**config.mk**
```make
export PLATFORM = sky130hd
export DESIGN_NAME = voxel_run_length_varint_encoder
export DESIGN_NICKNAME = d
export VERILOG_FILES = /design/src/rtl/core/vrle_pkg.sv /design/src/rtl/core/voxel_run_length_varint_encoder.sv /design/src/rtl/core/vrle_front.sv /design/src/rtl/core/vrle_fifo.sv /design/src/rtl/core/vrle_back.sv
export SDC_FILE = /design/constraint.sdc
export NUM_CORES = 1
export LEC_CHECK = 0
export BUFFER_PORTS_ARGS = -buffer_cell sky130_fd_sc_hd__buf_2
export CORE_MARGIN = 4
export CORE_UTILIZATION = 50
export DETAILED_ROUTE_END_ITERATION = 7
export HOLD_SLACK_MARGIN = 0.02
export PLACE_DENSITY = 0.67
export SETUP_SLACK_MARGIN = 0.02
export SYNTH_ARGS = -nofsm -noshare
export SYNTH_HDL_FRONTEND = slang
export SYNTH_SLANG_ARGS = --single-unit
```
**constraint.sdc**
```tcl
create_clock -name clk -period 13.5 [get_ports clk]
set_clock_uncertainty 0.1 [all_clocks]
set_input_delay 2.025 -clock clk [delete_from_list [all_inputs] [get_ports clk]]
set_output_delay 2.025 -clock clk [all_outputs]
set_load 0.02 [all_outputs]
```
**src/rtl/core/vrle_pkg.sv**
```systemverilog
// shared constants for the voxel run-length varint encoder
// used by the front end, record queue, back end and top level
package vrle_pkg;

	localparam int COORD_BITS_DEF = 16;
	localparam int BYTE_BITS      = 8;
	localparam int GROUP_BITS     = 7;
	localparam int FIFO_DEPTH     = 2;

	localparam logic [GROUP_BITS-1:0] GROUP_MASK = 7'b1111111;
	localparam logic [BYTE_BITS-1:0]  STOP_BIT   = 8'b10000000;

	localparam logic CMD_VOXEL = 1'b0;
	localparam logic CMD_FLUSH = 1'b1;

	// record layout, lowest bits first: id, data, start x, start y, start z, length
	function automatic int rec_width(input int coord_bits);
		return 2 * BYTE_BITS + 4 * coord_bits + 1;
	endfunction

	// input tdata: x, y, z, id, data padded to whole bytes
	function automatic int in_width(input int coord_bits);
		return ((3 * coord_bits + 2 * BYTE_BITS + 7) / 8) * 8;
	endfunction

endpackage

```
**src/rtl/core/voxel_run_length_varint_encoder.sv**
```systemverilog
// voxel run-length encoder with 7-bit varint record output, top level
// depends on vrle_pkg, vrle_front, vrle_fifo and vrle_back
//
// Usage:
//   s_* channel takes one voxel or a flush command per transfer: tuser is the
//   command (0 voxel, 1 flush), tdata packs x, y, z, block id and block data.
//   m_* channel gives one record byte per transfer, tlast on the final byte.
//   A voxel that extends the pending run along x produces nothing. A voxel that
//   breaks the run, or a flush, queues the pending run as a record.
//   The front end takes one item per cycle while the two-entry record queue has
//   room; a breaking item is taken even with a full output as long as the queue
//   is not full.
//   The back end sends one byte per cycle while m_tready is high: 6 to 14 bytes
//   for a 16-bit coordinate record, plus an idle gap between records while the
//   next record is fetched from the queue. A finished run is written to the queue,
//   popped into the serializer, and its first byte is then registered onto m_tdata.
//   Reset clears the pending run and the queue; no record is pending after it.
//   When the receiver stalls, the output byte holds, the serializer waits, and
//   once the queue fills s_tready drops until a record drains.
module voxel_run_length_varint_encoder #(
	parameter int COORD_BITS = vrle_pkg::COORD_BITS_DEF
) (
	input  logic                  clk,
	input  logic                  arst_n,
	input  logic                  s_tvalid,
	output logic                  s_tready,
	// x, y, z (COORD_BITS each), block_id (8), block_data (8), zero padding
	input  logic [vrle_pkg::in_width(COORD_BITS)-1:0] s_tdata,
	// command
	input  logic                  s_tuser,
	output logic                  m_tvalid,
	input  logic                  m_tready,
	// out_byte (8)
	output logic [7:0]            m_tdata,
	// record_last
	output logic                  m_tlast
);

	localparam int REC_W   = vrle_pkg::rec_width(COORD_BITS);
	localparam int CB      = COORD_BITS;

	logic             push;
	logic [REC_W-1:0] push_rec;
	logic             pop;
	logic [REC_W-1:0] pop_rec;
	logic             q_empty;
	logic             q_full;

	vrle_front #(
		.COORD_BITS (COORD_BITS),
		.REC_W      (REC_W)
	) u_front (
		.clk        (clk),
		.arst_n     (arst_n),
		.in_valid   (s_tvalid),
		.in_ready   (s_tready),
		.command    (s_tuser),
		.coord_x    (s_tdata[CB-1:0]),
		.coord_y    (s_tdata[2*CB-1:CB]),
		.coord_z    (s_tdata[3*CB-1:2*CB]),
		.block_id   (s_tdata[3*CB+7:3*CB]),
		.block_data (s_tdata[3*CB+15:3*CB+8]),
		.push       (push),
		.push_rec   (push_rec),
		.queue_full (q_full)
	);

	vrle_fifo #(
		.WIDTH (REC_W)
	) u_fifo (
		.clk       (clk),
		.arst_n    (arst_n),
		.push      (push),
		.push_data (push_rec),
		.pop       (pop),
		.pop_data  (pop_rec),
		.empty     (q_empty),
		.full      (q_full)
	);

	vrle_back #(
		.COORD_BITS (COORD_BITS),
		.REC_W      (REC_W)
	) u_back (
		.clk         (clk),
		.arst_n      (arst_n),
		.rec_avail   (!q_empty),
		.rec         (pop_rec),
		.pop         (pop),
		.out_valid   (m_tvalid),
		.out_ready   (m_tready),
		.out_byte    (m_tdata),
		.record_last (m_tlast)
	);

endmodule

```
**src/rtl/core/vrle_front.sv**
```systemverilog
// front end: holds the pending run, merges voxels into it and queues finished runs
// depends on vrle_pkg
module vrle_front #(
	parameter int COORD_BITS = vrle_pkg::COORD_BITS_DEF,
	parameter int REC_W      = vrle_pkg::rec_width(COORD_BITS)
) (
	input  logic                  clk,
	input  logic                  arst_n,
	input  logic                  in_valid,
	output logic                  in_ready,
	input  logic                  command,
	input  logic [COORD_BITS-1:0] coord_x,
	input  logic [COORD_BITS-1:0] coord_y,
	input  logic [COORD_BITS-1:0] coord_z,
	input  logic [7:0]            block_id,
	input  logic [7:0]            block_data,
	output logic                  push,
	output logic [REC_W-1:0]      push_rec,
	input  logic                  queue_full
);

	logic [7:0]            cur_id_q;
	logic [7:0]            cur_variant_q;
	logic [COORD_BITS-1:0] start_x_q;
	logic [COORD_BITS-1:0] start_y_q;
	logic [COORD_BITS-1:0] start_z_q;
	logic [COORD_BITS:0]   run_count_q;

	logic                  accept;
	logic                  pending;
	logic                  extend;
	logic [COORD_BITS+1:0] next_x;

	assign in_ready = !queue_full;
	assign accept   = in_valid && in_ready;
	assign pending  = (run_count_q != '0);
	assign next_x   = {2'b00, start_x_q} + {1'b0, run_count_q};
	assign extend   = pending && (block_id == cur_id_q) && (block_data == cur_variant_q)
		&& (coord_y == start_y_q) && (coord_z == start_z_q)
		&& ({2'b00, coord_x} == next_x);

	assign push     = accept && pending && ((command == vrle_pkg::CMD_FLUSH) || !extend);
	assign push_rec = {run_count_q, start_z_q, start_y_q, start_x_q, cur_variant_q, cur_id_q};

	always_ff @(posedge clk or negedge arst_n) begin
		if (!arst_n) begin
			cur_id_q      <= '0;
			cur_variant_q <= '0;
			start_x_q     <= '0;
			start_y_q     <= '0;
			start_z_q     <= '0;
			run_count_q   <= '0;
		end else if (accept) begin
			if (command == vrle_pkg::CMD_FLUSH) begin
				cur_id_q      <= '0;
				cur_variant_q <= '0;
				start_x_q     <= '0;
				start_y_q     <= '0;
				start_z_q     <= '0;
				run_count_q   <= '0;
			end else if (extend) begin
				run_count_q <= run_count_q + 1'b1;
			end else begin
				cur_id_q      <= block_id;
				cur_variant_q <= block_data;
				start_x_q     <= coord_x;
				start_y_q     <= coord_y;
				start_z_q     <= coord_z;
				run_count_q   <= {{COORD_BITS{1'b0}}, 1'b1};
			end
		end
	end

endmodule

```
**src/rtl/core/vrle_fifo.sv**
```systemverilog
// short record queue between the front end and the byte serializer
// depends on vrle_pkg for its depth
module vrle_fifo #(
	parameter int WIDTH = 8
) (
	input  logic             clk,
	input  logic             arst_n,
	input  logic             push,
	input  logic [WIDTH-1:0] push_data,
	input  logic             pop,
	output logic [WIDTH-1:0] pop_data,
	output logic             empty,
	output logic             full
);

	localparam int DEPTH = vrle_pkg::FIFO_DEPTH;
	localparam int PW    = (DEPTH > 1) ? $clog2(DEPTH) : 1;
	localparam int CW    = $clog2(DEPTH + 1);

	logic [WIDTH-1:0] mem_q [DEPTH];
	logic [PW-1:0]    wr_ptr_q;
	logic [PW-1:0]    rd_ptr_q;
	logic [CW-1:0]    count_q;
	logic             do_push;
	logic             do_pop;

	assign empty    = (count_q == '0);
	assign full     = (count_q == CW'(DEPTH));
	assign do_push  = push && !full;
	assign do_pop   = pop && !empty;
	assign pop_data = mem_q[rd_ptr_q];

	always_ff @(posedge clk) begin
		if (do_push) begin
			mem_q[wr_ptr_q] <= push_data;
		end
	end

	always_ff @(posedge clk or negedge arst_n) begin
		if (!arst_n) begin
			wr_ptr_q <= '0;
			rd_ptr_q <= '0;
			count_q  <= '0;
		end else begin
			if (do_push) begin
				wr_ptr_q <= (wr_ptr_q == PW'(DEPTH - 1)) ? '0 : wr_ptr_q + 1'b1;
			end
			if (do_pop) begin
				rd_ptr_q <= (rd_ptr_q == PW'(DEPTH - 1)) ? '0 : rd_ptr_q + 1'b1;
			end
			if (do_push && !do_pop) begin
				count_q <= count_q + 1'b1;
			end else if (do_pop && !do_push) begin
				count_q <= count_q - 1'b1;
			end
		end
	end

endmodule

```
**src/rtl/core/vrle_back.sv**
```systemverilog
// back end: serializes one queued run record into id, data and four varint fields
// depends on vrle_pkg
module vrle_back #(
	parameter int COORD_BITS = vrle_pkg::COORD_BITS_DEF,
	parameter int REC_W      = vrle_pkg::rec_width(COORD_BITS)
) (
	input  logic             clk,
	input  logic             arst_n,
	input  logic             rec_avail,
	input  logic [REC_W-1:0] rec,
	output logic             pop,
	output logic             out_valid,
	input  logic             out_ready,
	output logic [7:0]       out_byte,
	output logic             record_last
);

	localparam int BB   = vrle_pkg::BYTE_BITS;
	localparam int GB   = vrle_pkg::GROUP_BITS;
	localparam int LENW = COORD_BITS + 1;
	localparam int VALW = (LENW > GB) ? LENW : GB;

	typedef enum logic [2:0] {
		FLD_ID,
		FLD_DATA,
		FLD_X,
		FLD_Y,
		FLD_Z,
		FLD_LEN
	} fld_t;

	logic                  busy_q;
	fld_t                  fld_q;
	logic [VALW-1:0]       val_q;
	logic [BB-1:0]         id_q;
	logic [BB-1:0]         data_q;
	logic [COORD_BITS-1:0] sx_q;
	logic [COORD_BITS-1:0] sy_q;
	logic [COORD_BITS-1:0] sz_q;
	logic [LENW-1:0]       len_q;

	logic                  step;
	logic                  fld_done;
	logic [BB-1:0]         nxt_byte;
	logic [VALW-1:0]       val_shift;
	logic [GB-1:0]         low;

	assign pop       = !busy_q && rec_avail;
	assign step      = busy_q && (!out_valid || out_ready);
	assign val_shift = val_q >> GB;
	assign low       = val_q[GB-1:0] & vrle_pkg::GROUP_MASK;

	always_comb begin
		nxt_byte = '0;
		fld_done = 1'b1;
		case (fld_q)
			FLD_ID: begin
				nxt_byte = id_q;
			end
			FLD_DATA: begin
				nxt_byte = data_q;
			end
			default: begin
				if (val_shift == '0) begin
					nxt_byte = {1'b0, low} | vrle_pkg::STOP_BIT;
				end else begin
					nxt_byte = {1'b0, low};
					fld_done = 1'b0;
				end
			end
		endcase
	end

	always_ff @(posedge clk) begin
		if (pop) begin
			id_q   <= rec[BB-1:0];
			data_q <= rec[2*BB-1:BB];
			sx_q   <= rec[2*BB+COORD_BITS-1:2*BB];
			sy_q   <= rec[2*BB+2*COORD_BITS-1:2*BB+COORD_BITS];
			sz_q   <= rec[2*BB+3*COORD_BITS-1:2*BB+2*COORD_BITS];
			len_q  <= rec[REC_W-1:2*BB+3*COORD_BITS];
		end
	end

	always_ff @(posedge clk or negedge arst_n) begin
		if (!arst_n) begin
			busy_q      <= 1'b0;
			fld_q       <= FLD_ID;
			val_q       <= '0;
			out_valid   <= 1'b0;
			out_byte    <= '0;
			record_last <= 1'b0;
		end else begin
			if (pop) begin
				busy_q <= 1'b1;
				fld_q  <= FLD_ID;
			end
			if (step) begin
				out_valid   <= 1'b1;
				out_byte    <= nxt_byte;
				record_last <= (fld_q == FLD_LEN) && fld_done;
				if (!fld_done) begin
					val_q <= val_shift;
				end else begin
					case (fld_q)
						FLD_ID: begin
							fld_q <= FLD_DATA;
						end
						FLD_DATA: begin
							fld_q <= FLD_X;
							val_q <= VALW'(sx_q);
						end
						FLD_X: begin
							fld_q <= FLD_Y;
							val_q <= VALW'(sy_q);
						end
						FLD_Y: begin
							fld_q <= FLD_Z;
							val_q <= VALW'(sz_q);
						end
						FLD_Z: begin
							fld_q <= FLD_LEN;
							val_q <= VALW'(len_q);
						end
						default: begin
							fld_q  <= FLD_ID;
							busy_q <= 1'b0;
						end
					endcase
				end
			end else if (out_ready) begin
				out_valid <= 1'b0;
			end
		end
	end

endmodule

```
# Yosys cells after proc, flatten, opt, wreduce, memory -nomap -nowiden
# Memories as Yosys holds them, arrays and structs flattened. A register that Yosys moved wholly into a read port is not among the register bits.
# Cells that the tools add are included.
[word_totals]
memories = 1
elab_cells = 103
out_inout_bits = 11
ff_bits = 116
ramBits = 162
input_bits = 69
[op_classes]
muxes = 34
add_sub_neg = 6
n_reduce_logical = 34
n_eq_ne = 13
[memory_table]
columns = ["memory", "depth", "width", "read_ports", "rd_ports_with_merged_regs", "wr", "line", "rtl"]
rows = [
  ["u_fifo.mem_q", 2, 81, 1, 1, 1, "vrle_fifo.sv:20", "logic [WIDTH-1:0] mem_q [DEPTH];"],
]
[op_table]
columns = ["cell", "count"]
rows = [
  ["$mux W16", 6],
  ["$pmux W17 S4", 1],
  ["$mux W17", 3],
  ["$mux W8", 5],
  ["$eq A16 B16 Y1", 2],
  ["$add A16 B17 Y18", 1],
  ["$eq A16 B18 Y1", 1],
  ["$add A17 B1 Y17 const B", 1],
  ["$logic_not A17 Y1", 1],
  ["$reduce_bool A17 Y1", 1],
  ["$eq A8 B8 Y1", 2],
  ["$pmux W8 S2", 1],
  ["$logic_and A1 B1 Y1", 15],
  ["$pmux W3 S5", 1],
  ["$mux W1", 12],
  ["$mux W3", 3],
  ["$logic_not A1 Y1", 7],
  ["$eq A3 B2 Y1 const B", 2],
  ["$eq A3 B3 Y1 const B", 2],
  ["$ne A5 B5 Y1 const B", 1],
  ["$reduce_or A5 Y1", 1],
  ["$mux W2", 2],
  ["$reduce_and A2 Y1", 2],
  ["$reduce_bool A2 Y1", 2],
  ["10 further kinds", 12],
]

# Longest topological paths before layout
[logic_depth]
ltp_word = 14
mapped_depth = 14
mapped_depth_nobuf = 14

# Cells and area by module
# Synthesis repeated with hierarchy kept, for this count alone.
[unflattened]
hier_cells = 1270
area_unflattened_um2 = 16978.8
[modules_own_cells]
columns = ["module", "seq_area_each_um2", "area_per_inst_um2", "cells_each", "n_inst"]
rows = [
  ["vrle_fifo", 4964.8, 6441.2, 271, 1],
  ["vrle_front", 2026.9, 5895.7, 674, 1],
  ["vrle_back", 3208.1, 4638.2, 324, 1],
  ["voxel_run_length_varint_encoder", 0.0, 3.8, 1, 1],
]

# Worst setup path after synthesis
# OpenSTA, ideal clock, no wires.
[synth_timing]
path_type = "input to register"
start = "input s_tdata[14] (netlist bit)"
end = "memory u_fifo.mem_q[0][0] (netlist bit) (enable)"
setup_ns = 0.531
path_stages = 8
required_ns = 12.869
setup_slack_ns = 5.861
path_buffers = 0
arrival_time_ns = 7.008
cell_sequence = "xor2_1 nor3_1 nor2_1 mux2_2 nand4_1 a211oi_2 a311oi_1 nor2b_1"
[synth_between]
elab_chain_len = 8
[synth_rtl]
columns = ["item", "line", "rtl"]
rows = [
  ["start: declaration", "voxel_run_length_varint_encoder.sv:28", "input logic [vrle_pkg::in_width(COORD_BITS)-1:0] s_tdata,"],
  ["$eq A16 B18 Y1", "vrle_front.sv:40", "&& ({2'b00, coord_x} == next_x);"],
  ["$logic_and A1 B1 Y1", "vrle_front.sv:40", ""],
  ["$logic_not A1 Y1", "vrle_front.sv:42", "assign push = accept && pending && ((command == vrle_pkg::CMD_FLUSH) || !extend);"],
  ["$logic_or A1 B1 Y1", "vrle_front.sv:42", ""],
  ["$logic_and A1 B1 Y1", "vrle_front.sv:42", ""],
  ["$logic_and A1 B1 Y1", "vrle_fifo.sv:29", "assign do_push = push && !full;"],
  ["net u_fifo.do_push", "vrle_fifo.sv:24", "logic do_push;"],
  ["$mux W1", "vrle_fifo.sv:34", "if (do_push) begin"],
  ["$mux W1 (not written as such)", "vrle_fifo.sv:35", "mem_q[wr_ptr_q] <= push_data;"],
  ["end: declaration", "vrle_fifo.sv:20", ""],
]
# The timed path passes the listed nets, and every way through them passes these cells.

# Worst setup path in the final report
[layout_timing]
start = "register u_front.run_count_q[0]"
end = "memory u_fifo.mem_q[0][56] (netlist bit) (enable)"
[layout_between]
elab_chain_len = 12
word_cells_on_any_way = 15
cone_classes = "1 x add/sub; 1 x eq/ne; 2 x mux; 11 x reduce/logical"
[layout_rtl]
columns = ["item", "line", "rtl"]
rows = [
  ["start: declaration", "vrle_front.sv:27", "logic [COORD_BITS:0] run_count_q;"],
  ["start signal: assignment", "vrle_front.sv:62", "run_count_q <= run_count_q + 1'b1;"],
  ["start signal: assignment", "vrle_front.sv:69", "run_count_q <= {{COORD_BITS{1'b0}}, 1'b1};"],
  ["parallel branches: the longest is 8 deep, another holds $add A16 B17 Y18", "--", ""],
  ["$logic_and A1 B1 Y1 (*)", "vrle_front.sv:42", ""],
  ["$logic_and A1 B1 Y1 (*)", "vrle_fifo.sv:29", ""],
  ["net u_fifo.do_push", "vrle_fifo.sv:24", ""],
  ["$mux W1 (*)", "vrle_fifo.sv:34", ""],
  ["$mux W1 (not written as such) (*)", "vrle_fifo.sv:35", ""],
]
# Mark *: on every way through the listed nets, which the timed path passes.

==> flow_metrics.py <==
metrics = {
    "floorplanning": {
        "core.rowCount": 67,
        "die_x_um": 191.7,
        "floorplan.initialDensity_pct": 50.45,
        "die_y_um": 191.7,
        "die-area_sq_um": 36750,
        "core_area_sq_um": 33450,
        "io_pins": 80,
    },
    "finish": {
        "postLayoutCellArea_sq_um": 18700,
        "mostFrequentLayoutCells": "sky130_fd_sc_hd__edfxtp_1 (243), sky130_fd_sc_hd__dfrtp_1 (115), sky130_fd_sc_hd__a21oi_1 (113)",
        "finish.net_count": 1450,
        "drive_above_1_share_pct": 18.84,
        "postLayoutCoreUtil_pct": 55.90,
        "antenna-diode-count": 0,
        "syn_to_final_growth_pct": 10.81,
        "layout.cells.most_common": "sky130_fd_sc_hd__edfxtp_1",
    },
    "worst_setup_path": {
        "critical_path_peak_fanout": 62,
        "setup.worst_path.class": "register to register",
        "critPathCaptureType": "register",
        "path_cells": "ha_1 > fa_1 > a211o_1 > a221oi_4 > o21ai_1 > nor2b_4 > o311ai_0 > a211oi_4 > a311oi_1 > nor2b_4 > buf_4",
        "critical-path-top-delay-family": "compound AO/OA/AOI/OAI gates",
        "critPathRequiredTime_ns": 13.55,
        "cpMaxStageDelayCell": "sky130_fd_sc_hd__a311oi_1",
        "critical_path.startpoint_type": "register",
        "critical_path.n_buffers_inverters": 1,
        "cp.arrival_ns": 6.12,
        "timing.critical_path.slowest_cell_delay_ns": 1.06,
        "cp_common_cell": "sky130_fd_sc_hd__nor2b_4",
        "setup.reg_to_reg.worst_slack_ns": 7.43,
    },
    "global_route": {
        "grt_pass1_vias": 10761,
        "grt_remaining_overflow": 0,
        "grt_pass1_wl_um": 64030,
        "global_routing_usage_summed_across_all_routing_layers_pct": 22.52,
        "pin_count_of_the_biggest_net_entering_global_routing": 92,
        "antenna_found_initial": 1,
    },
    "synth": {
        "netlist_instances": 1322,
        "netlist_top_cells_area": "sky130_fd_sc_hd__edfxtp_1 (43%), sky130_fd_sc_hd__dfrtp_1 (17%), sky130_fd_sc_hd__mux2_2 (6.3%)",
        "seq_cells_post_synth": 359,
        "yosys_warnings": 0,
        "synth.top_cell.area_share_pct": 43.24,
        "ys_types": 68,
        "dominantRegCellSynth": "sky130_fd_sc_hd__edfxtp_1",
        "synthesis.area_per_instance_sq_um": 12.76,
        "async_flop_share_pct": 32.31,
        "synthesis.nets": 1411,
        "synth-edff-count": 243,
        "yosysTopAreaCell": "sky130_fd_sc_hd__edfxtp_1",
        "synth.cell_area_sq_um": 16870,
        "register_area_share_after_synthesis_pct": 60.44,
    },
    "sta": {
        "finalSetupViolations": 0,
        "final_critical_path_setup_slack_ns": 7.429,
        "rsz0062_at_grt": "no",
        "final_max_slew_viol_count": 0,
        "worst_slew_pin_tran_ns": 1.247,
        "maximum_frequency_from_static_timing_analysis_mhz": 164.7,
        "fin_tns_setup_ns": 0,
        "min_period_over_period_pct": 44.97,
        "report.final.hold_viol_count": 0,
        "maxSlewHeadroom_pct": 16.32,
        "finalCriticalPeriod_ns": 6.071,
    },
    "route": {
        "met1_length_um": 18480,
        "drtAntennaViolNets": 0,
        "route.met3.wl_um": 2270,
        "detail_route.first_pass.iterations": 5,
        "num_vias": 11248,
        "routed_via_density": 6.116,
        "drtIter0Drc": 1211,
        "route.final.wire_length_um": 41560,
        "route.top_layer_used": "met4",
        "post_drt_wl_per_cell_um": 22.60,
        "drc_violations": 0,
        "met2_wirelength_um": 19680,
    },
    "clock_tree": {
        "post_cts.resized_instances": 0,
        "clockRootBuffer": "sky130_fd_sc_hd__clkbuf_16",
        "clock_insertion_delay_at_the_later_pin_of_the_skew_report_ns": 0.53,
        "cts.reportedPaths.clkPinSlew_ns": 0.06,
        "tritoncts_buffer_count": 38,
        "clock_path_buffers": 3,
        "cts_hold_buffers": 0,
        "cts_tree": "yes",
        "ctsHtreeMaxLevel": 2,
        "cts.repair_timing.setup_buffer_count": 0,
        "tritoncts_num_sinks": 359,
    },
    "outcome": {
        "outcome": "complete, no violations",
    },
    "pwr": {
        "pwr_density_cell_nw_per_um2": 193.9,
        "ir_worst_vdd_v": 0.00009699,
        "power.leakage_nw": 7.238,
    },
    "hold_path": {
        "min_path_type": "register to register",
    },
    "placed_design": {
        "final_wtd_congestion": 0.8991,
        "dpl-instance-area_sq_um": 17550,
        "buffer_ports.inserted": 79,
        "detailed_place_hpwl_um": 26570,
        "dp_worst_setup_slack_ns": 7.211,
    },
    "run": {
        "max_cap_violations": 0,
    },
}
==> metal layers <==
metal	vias up	global-route usage, %
met5	-	0
met4	0	6.354
met3	73	3.399
met2	350	36.15
met1	5661	32.23
li1	5164	-
==> worst paths after layout <==
| path | startpoint | depth (start not counted) | end |
|---|---|---|---|
| max in group asynchronous | arst_n | 2 | u_front.start_y_q[7] |
| min | u_back.out_byte[6] | 2 | u_back.out_byte[6] |
| min in group asynchronous | arst_n | 1 | u_fifo.rd_ptr_q |
| min reg2reg | u_back.out_byte[6] | 2 | u_back.out_byte[6] |
| max | u_front.run_count_q[0] | 11 | u_fifo.mem_q[0][56] |
| max reg2reg | u_front.run_count_q[0] | 11 | u_fifo.mem_q[0][56] |
==> metrics by stage <==
stage / total power [W] / cells / hold WS, ns
finish: 0.003626 / 1839 / 0.3728
global route: 0.003808 / 1839 / 0.3899
CTS: 0.003648 / 1839 / 0.3787
detailed placement: 0.002680 / 1769 / 0.3579
global placement: 0.002652 / 1769 / 0.3572
floorplan: 0.002354 / 1322 / 0.3368
==> registers in the layout (all words and copies together) (netlist names), 2 cells and up <==
signal                 count
u_front.start_y_q         16
u_back.sz_q               16
u_front.start_z_q         16
u_fifo.count_q             2
u_back.out_byte            8
u_back.fld_q               3
u_fifo.mem_q             162
u_back.id_q                8
u_back.sy_q               16
u_back.data_q              8
u_back.len_q              17
u_front.cur_id_q           8
u_front.start_x_q         16
u_front.cur_variant_q      8
u_back.val_q              17
u_back.sx_q               16
u_front.run_count_q       17
==> synth_stat cells (2+ instances only) <==
| master | number |
|---|---|
| sky130_fd_sc_hd__a221o_1 | 2 |
| sky130_fd_sc_hd__clkbuf_1 | 65 |
| sky130_fd_sc_hd__dfrtp_1 | 116 |
| sky130_fd_sc_hd__nor2_1 | 57 |
| sky130_fd_sc_hd__mux2i_1 | 25 |
| sky130_fd_sc_hd__inv_1 | 17 |
| sky130_fd_sc_hd__buf_1 | 5 |
| sky130_fd_sc_hd__a21oi_1 | 113 |
| sky130_fd_sc_hd__a21o_1 | 6 |
| sky130_fd_sc_hd__o21ai_1 | 5 |
| sky130_fd_sc_hd__nor3_1 | 13 |
| sky130_fd_sc_hd__xnor2_1 | 72 |
| sky130_fd_sc_hd__o21ai_0 | 39 |
| sky130_fd_sc_hd__a31oi_1 | 3 |
| sky130_fd_sc_hd__nand2_1 | 61 |
| sky130_fd_sc_hd__and4_1 | 65 |
| sky130_fd_sc_hd__edfxtp_1 | 243 |
| sky130_fd_sc_hd__mux2_2 | 94 |
| sky130_fd_sc_hd__nand3_1 | 72 |
| sky130_fd_sc_hd__a211oi_1 | 14 |
| sky130_fd_sc_hd__buf_2 | 10 |
| sky130_fd_sc_hd__nor2b_1 | 2 |
| sky130_fd_sc_hd__o21bai_1 | 3 |
| sky130_fd_sc_hd__o21a_1 | 3 |
| sky130_fd_sc_hd__a211o_1 | 67 |
| sky130_fd_sc_hd__ha_1 | 19 |
| sky130_fd_sc_hd__o211a_1 | 2 |
| sky130_fd_sc_hd__buf_6 | 2 |
| sky130_fd_sc_hd__a41oi_1 | 5 |
| sky130_fd_sc_hd__a311oi_1 | 2 |
| sky130_fd_sc_hd__nand4_1 | 21 |
| sky130_fd_sc_hd__and3_1 | 2 |
| sky130_fd_sc_hd__a22o_1 | 2 |
| sky130_fd_sc_hd__nor4_1 | 11 |
| sky130_fd_sc_hd__o211ai_1 | 3 |
| sky130_fd_sc_hd__nand2b_1 | 7 |
| sky130_fd_sc_hd__xor2_1 | 13 |
| sky130_fd_sc_hd__o221ai_1 | 6 |
| sky130_fd_sc_hd__a21oi_2 | 9 |
| sky130_fd_sc_hd__o22ai_1 | 5 |
| sky130_fd_sc_hd__buf_4 | 13 |
| sky130_fd_sc_hd__and2_1 | 2 |
==> worst register-to-register path, cell delays in order, from the launching register on <==
cell and delay, ns:
sky130_fd_sc_hd__dfrtp_1 0.51, sky130_fd_sc_hd__ha_1 0.32, sky130_fd_sc_hd__fa_1 0.46, sky130_fd_sc_hd__a211o_1 0.37
sky130_fd_sc_hd__a221oi_4 0.33, sky130_fd_sc_hd__o21ai_1 0.16, sky130_fd_sc_hd__nor2b_4 0.17, sky130_fd_sc_hd__o311ai_0 0.54
sky130_fd_sc_hd__a211oi_4 0.12, sky130_fd_sc_hd__a311oi_1 1.06, sky130_fd_sc_hd__nor2b_4 0.70, sky130_fd_sc_hd__buf_4 0.81
==> kinds of logic after synthesis <==
logic type,synth area share [%]
and+or+nand+nor,10.69
muxes,7.756
DFF,60.44
xor gates and xnor gates,4.412
buffers and inverters,2.966
adders and majority gates,1.527
AOI/OAI and AO/OA,12.20
==> power breakdown <==
part	internal, W	total (W)	switching (W)
Sequential	0.00148	0.00167	0.000193
Combinational	0.000392	0.000991	0.000599
Clock	0.000548	0.000967	0.000419
==> area by class of cell <==
cell class | count | area, sq um
Sequential cell | 359 | 10200
Timing Repair Buffer | 94 | 510.5
Tap cell | 448 | 560.5
Inverter | 18 | 68.82
Clock buffer | 54 | 1052
Fill cell | 2749 | 14750
Clock inverter | 16 | 98.84
Multi-Input combinational cell | 850 | 6205
No activity file was read; power rests on OpenSTA's default activity.
